[config.mk]
export PLATFORM = sky130hd
export DESIGN_NAME = ptc_outbuf
export DESIGN_NICKNAME = d
export VERILOG_FILES = /design/src/hw/rtl/ptc_pkg.sv /design/src/hw/rtl/ptc_outbuf.sv
export SDC_FILE = /design/constraint.sdc
export NUM_CORES = 1
export LEC_CHECK = 0
export CORE_MARGIN = 5
export CORE_UTILIZATION = 25
export DETAILED_ROUTE_END_ITERATION = 16
export DONT_BUFFER_PORTS = 1
export PLACE_DENSITY = 0.39
export SLEW_MARGIN = 20
export SYNTH_ARGS = -nofsm -noshare
export SYNTH_HDL_FRONTEND = slang
export SYNTH_SLANG_ARGS = --single-unit
[constraint.sdc]
create_clock -name i_clk -period 8 [get_ports i_clk]
set_input_delay 2 -clock i_clk [delete_from_list [all_inputs] [get_ports i_clk]]
set_output_delay 2 -clock i_clk [all_outputs]
set_load 0.005 [all_outputs]
[src/hw/rtl/ptc_pkg.sv]
// shared types, constants and arithmetic helpers of the compensation pipeline
`timescale 1ns / 1ps

package ptc_pkg;

    // calibration register file
    localparam int unsigned NumCal   = 6;
    localparam int unsigned PaddrW   = 5;
    // bits of quotient produced by the divider, one per stage
    localparam int unsigned DivBits  = 64;

    // input word
    typedef struct packed {
        logic [19:0] raw_temperature;
        logic [19:0] raw_pressure;
    } t_in_word;

    // result word
    typedef struct packed {
        logic signed [31:0] temperature_centi;
        logic signed [31:0] fine_temperature;
        logic        [31:0] pressure_q24_8;
        logic               divide_by_zero;
    } t_out_word;

    // calibration coefficients unpacked from the registers
    typedef struct packed {
        logic [15:0] t1;
        logic [15:0] t2;
        logic [15:0] t3;
        logic [15:0] p1;
        logic [15:0] p2;
        logic [15:0] p3;
        logic [15:0] p4;
        logic [15:0] p5;
        logic [15:0] p6;
        logic [15:0] p7;
        logic [15:0] p8;
        logic [15:0] p9;
    } t_coef;

    // word traveling through the divider stages
    typedef struct packed {
        logic [63:0] work;
        logic [30:0] rem;
        logic [30:0] md;
        logic        neg;
        logic        dz;
        logic [31:0] temp;
        logic [31:0] tfine;
    } t_div_word;

    // 64-bit wrapping product of a 64-bit word and a signed 17-bit coefficient
    function automatic logic [63:0] mul_s64(input logic [63:0] a,
                                            input logic signed [16:0] b);
        logic signed [49:0] lo;
        logic signed [48:0] hi;
        lo = $signed({1'b0, a[31:0]}) * b;
        hi = $signed(a[63:32]) * b;
        return {{14{lo[49]}}, lo} + {hi[31:0], 32'd0};
    endfunction

    // 64-bit wrapping square
    function automatic logic [63:0] sq64(input logic [63:0] a);
        logic [63:0] ll;
        logic [31:0] lh;
        ll = a[31:0] * a[31:0];
        lh = a[31:0] * a[63:32];
        return ll + {lh[30:0], 33'd0};
    endfunction

endpackage

[src/hw/rtl/ptc_outbuf.sv]
// output register with one skid entry; freezes the pipeline when the skid is full
`timescale 1ns / 1ps

module ptc_outbuf (
    input  logic               i_clk,
    input  logic               i_rst_n,
    input  logic               i_valid,
    input  ptc_pkg::t_out_word i_word,
    input  logic               i_ready,
    output logic               o_valid,
    output ptc_pkg::t_out_word o_word,
    output logic               o_en
);

    logic               r_out_vld;
    logic               r_skid_vld;
    ptc_pkg::t_out_word r_out;
    ptc_pkg::t_out_word r_skid;
    logic               take;

    assign take = r_out_vld && i_ready;

    // pipeline moves while the skid entry is free
    assign o_en = !r_skid_vld;

    // valid flags
    always_ff @(posedge i_clk) begin
        if (!i_rst_n) begin
            r_out_vld  <= 1'b0;
            r_skid_vld <= 1'b0;
        end else if (r_skid_vld) begin
            if (take) begin
                r_skid_vld <= 1'b0;
            end
        end else if (i_valid) begin
            if (r_out_vld && !take) begin
                r_skid_vld <= 1'b1;
            end else begin
                r_out_vld <= 1'b1;
            end
        end else if (take) begin
            r_out_vld <= 1'b0;
        end
    end

    // word storage
    always_ff @(posedge i_clk) begin
        if (r_skid_vld) begin
            if (take) begin
                r_out <= r_skid;
            end
        end else if (i_valid) begin
            if (r_out_vld && !take) begin
                r_skid <= i_word;
            end else begin
                r_out <= i_word;
            end
        end
    end

    assign o_valid = r_out_vld;
    assign o_word  = r_out;

endmodule

Yosys cells after proc, flatten, opt, wreduce, memory -nomap -nowiden:

Index checks and enable logic that the tools add are counted.

* bits in read-only memories: 0
* flip-flop bits (word level): 196
* memories kept: 0
* bits in latches: 0
* input port bits: 101
* logic and storage cells: 34
* output and inout port bits: 99
* bits in writable memories: 0

* $add $sub $neg: 0
* equality and inequality tests: 3
* reduce and logical (&&, ||, !) cells: 9
* shift operators: 0
* multiply operators: 0
* div/mod/pow operators: 0
* magnitude comparators: 0
* muxes and demuxes: 11
* bitwise operators: 1

Operators by type and width (number)
* $mux 97: 4
* $reduce_and 3->1: 3
* $mux 1: 7
* $ne 2x2->1 const B: 2
* $reduce_bool 2->1: 2
* $logic_and 1x1->1: 2
* $logic_not 1->1: 2
* $ne 2x1->1 const B: 1
* $not 1->1: 1

Logic depth before layout (Yosys ltp):

* depth in word-level cells: 6
* gate-level depth with buffers: 4
* depth with buffers taken out: 2

Least setup slack after synthesis:

No wires, ideal clock.

* path type: in2reg
* start: in i_valid
* end: reg r_out (netlist bit o_word[0]) (enable)
* setup time: 585 ps
* path slack: 651 ps
* arrival time: 6764 ps
* cell stages on the path: 2
* cell sequence: mux2i_1 -> a21oi_1

* cells in the longest elaborated chain, start to end: 2

RTL lines
* from (decl): RTL line ptc_outbuf.sv:7 `input logic i_valid,`
* $reduce_bool 2->1 (no source line)
* $reduce_and 3->1 (no source line)
* to (signal assigned): RTL line ptc_outbuf.sv:50 `r_out <= r_skid;`
* to (signal assigned): RTL line ptc_outbuf.sv:56 `r_out <= i_word;`
* to (decl): RTL line ptc_outbuf.sv:17 `ptc_pkg::t_out_word r_out;`

No other way between the ends.
A chain may end at the register's enable or synchronous reset.

Worst setup path after layout:

* start: reg r_skid_vld
* end: out o_en

* cells in the longest elaborated chain, start to end: 1

RTL lines
* from (decl): RTL line ptc_outbuf.sv:16 `logic r_skid_vld;`
* from (signal assigned): RTL line ptc_outbuf.sv:30 `r_skid_vld <= 1'b0;`
* from (signal assigned): RTL line ptc_outbuf.sv:33 `r_skid_vld <= 1'b0;`
* from (signal assigned): RTL line ptc_outbuf.sv:37 `r_skid_vld <= 1'b1;`
* $logic_not 1->1: RTL line ptc_outbuf.sv:24 `assign o_en = !r_skid_vld;`
* to (decl): RTL line ptc_outbuf.sv:12 `output logic o_en`

No other way between the ends.

==> out/results.tsv <==
stage	metric	value	unit
status	status	finished, final reports clean	
setup_path	critPathCaptureType	output port	
grt	gr-total-overflow	0	
clock_network	post_cts_resize_count	0	
synth	synth_top_area_frac	0.816	
synth	yosys.area.top_type	edfxtp_1	
finish	fin_nets	429	
synth	async_reset_ff_frac	0	
timing	worst_pin_slew	0.947	ns
die	core	28000	µm²
setup_path	r2r_cells	4	
clock_network	cts_tree	built	
setup_path	rrSetupSlack	4.82	ns
finish	register_area	5870	µm²
die	num_rows	61	
clock_network	hold_buffers	0	
grt	grt_pass1_wl	20.7	mm
drt	post-route-drc-count	0	
setup_path	worstPathCellList	buf_4 -> inv_1	
setup_path	crit_buf_inv	2	
drt	wl_per_cell	20.4	µm
setup_path	startpoint_type	flop	
pwr	total_power	2.21	mW
synth	yosys_warnings	0	
pwr	p_per_area	271	nW/µm²
pwr	power_leakage	2.52	nW
drt	drt_wl_total	14.6	mm
synth	synth.top_cells.by_count	edfxtp_1, mux2_2, buf_6	
synth	synthDistinctLibCells	14	
setup_path	r2r_start	r_skid_vld	
timing	finalSetupViolCount	0	
synth	synth_edf_count	194	
place	dp_hpwl	9.23	mm
setup_path	r2r_end	r_skid[94]	
timing	max_slew_margin	0.369	
synth	synthMostInstantiatedCell	edfxtp_1	
grt	grtUsageTotal	0.0885	
finish	fillers	2752	
setup_path	cp_top_family	buffers and inverters	
die	die_x	179	µm
finish	multi_input_area	1160	µm²
drt	dr.pass1.iters	4	
grt	grt_max_degree	67	
clock_network	cts.sink_count	196	
synth	ys_seq_area_frac	0.822	
drt	ant_nets	0	
min_path	hold_end	o_word[23]	
finish	antenna_cells	0	
die	die_area	32000	µm²
grt	antenna_found_initial	0	
synth	ys_ff_latch	196	
finish	synthToLayoutAreaGrowth	14.5	%
timing	min_period	4.21	ns
clock_network	clock_latency	0.43	ns
setup_path	arrival	2.21	ns
timing	finClkSkew	0.0151	ns
run	maxCapViolCount	0	
die	io_pins	200	
drt	vias	2896	
setup_path	critPathSlowestCell	dfxtp_4	
finish	drive_gt1_frac	0.396	
finish	finalInstanceArea	8170	µm²
synth	synth_cells	316	
timing	setup_tns	0	ns
clock_network	post_cts.repair.setup_buffers	0	
die	start_util	0.255	
setup_path	crit_type	reg2out	
clock_network	root_buffer	clkbuf_16	
timing	grt_setup_unrepaired	no	
timing	post-route-period-util	0.527	
timing	slew_violations	0	
setup_path	cp_max_fo	52	
min_path	holdCritPathClass	reg2reg	
drt	viasPerCell	4.03	
die	chipHeight	179	µm
clock_network	numCtsBuffers	17	
min_path	whs_path_depth	1	
timing	fmax	237	MHz
grt	grt_pass1_vias	3099	
place	gp_congestion	0.690	
drt	first_iter_violations	135	
pwr	max-vdd-ir-drop	0.113	mV
clock_network	clkTransAtPathRegs	0.08	ns
timing	finalHoldViolCount	0	
synth	avgSynthCellArea	22.6	µm²
place	port_buffers	0	
place	place_area	7540	µm²
clock_network	clockBufferDepth	2	
synth	syn_area	7140	µm²
setup_path	critical_path.max_stage_delay	0.80	ns
synth	syn_nets	417	
synth	synth_top_flop_cell	edfxtp_1	
setup_path	required	6.00	ns
synth	synthTopCellsByArea	edfxtp_1, mux2_2, buf_6, dfxtp_1, inv_1	
clock_network	htree_num_levels	4	
min_path	worstHoldStart	r_skid[23]	
-- where the power goes --
part	total [mW]	internal [mW]	switching [mW]
clock network	0.882	0.473	0.409
registers	1.24	1.21	0.0377
logic	0.0892	0.0429	0.0463
total	2.21	1.72	0.493
-- registers in the layout, indices dropped and copies added, names as in the netlist --
signal	cells
o_valid	1
r_skid	97
o_word	97
r_skid_vld	1
-- worst max-delay path by stage --
stage                from         end  slack (ns)  cells past startpoint
2_1_floorplan     i_valid   o_word[0]        0.65                      2
3_3_place_gp      i_valid  o_word[62]        3.64                      3
3_5_place_dp      i_valid  o_word[26]        3.58                      3
4_1_cts        r_skid_vld        o_en        3.68                      2
5_1_grt        r_skid_vld        o_en        3.59                      2
6_report       r_skid_vld        o_en        3.79                      2
-- kinds of logic (layout without fill, tap and decap cells) --
kind of cell	after synthesis	in the layout	synth area share
mux	98	98	0.154
flops	196	196	0.822
simple gates	4	4	0.00368
buf+inv	14	39	0.0172
compound gates	4	4	0.00315
-- cell usage in the layout, fill, tap and decap left out --
master,netlist,routed
clkbuf_16,0,17
nand2_1,1,1
mux2_2,97,97
a21oi_4,0,1
buf_4,0,3
a21oi_1,2,1
a211oi_1,1,1
dfxtp_4,0,1
nand3b_1,1,1
edfxtp_1,194,194
buf_16,0,1
o21ai_0,1,1
inv_1,3,3
nor2b_1,1,1
clkinvlp_4,0,4
clkbuf_1,0,1
clkinv_4,0,4
bufinv_16,0,2
inv_8,0,3
mux2i_1,1,1
clkinv_8,0,1
dfxtp_1,2,1
and4_4,0,1
-- area by class of cell --
class	count	share of cell area
Clock inverter	14	0.0214
Clock buffer	18	0.0525
Multi-Input combinational cell	106	0.143
Sequential cell	196	0.718
Tap cell	378	0.0579
Inverter	3	0.00138
Timing Repair Buffer	4	0.00612
-- routing by layer --
layer / part of all wire / up-vias / wire length, µm / track usage
li1: - / 1288 / - / -
met1: 0.40 / 1474 / 5930 / 0.107
met2: 0.46 / 127 / 6780 / 0.130
met3: 0.12 / 7 / 1780 / 0.0550
met4: 0.0096 / 0 / 140 / 0.0288
met5: 0 / - / 0 / 0
-- stage by stage --
stage               hold WS [ns]   util  cells  setup WS (ns)
finish                     0.550  0.292    719           3.79
CTS                        0.552  0.291    718           3.68
detailed placement         0.531  0.269    686           3.58
global placement           0.528  0.269    686           3.64
floorplan                  0.509      -    316          0.651
global route               0.562  0.292    719           3.59
(Power assumes the default switching activity.)
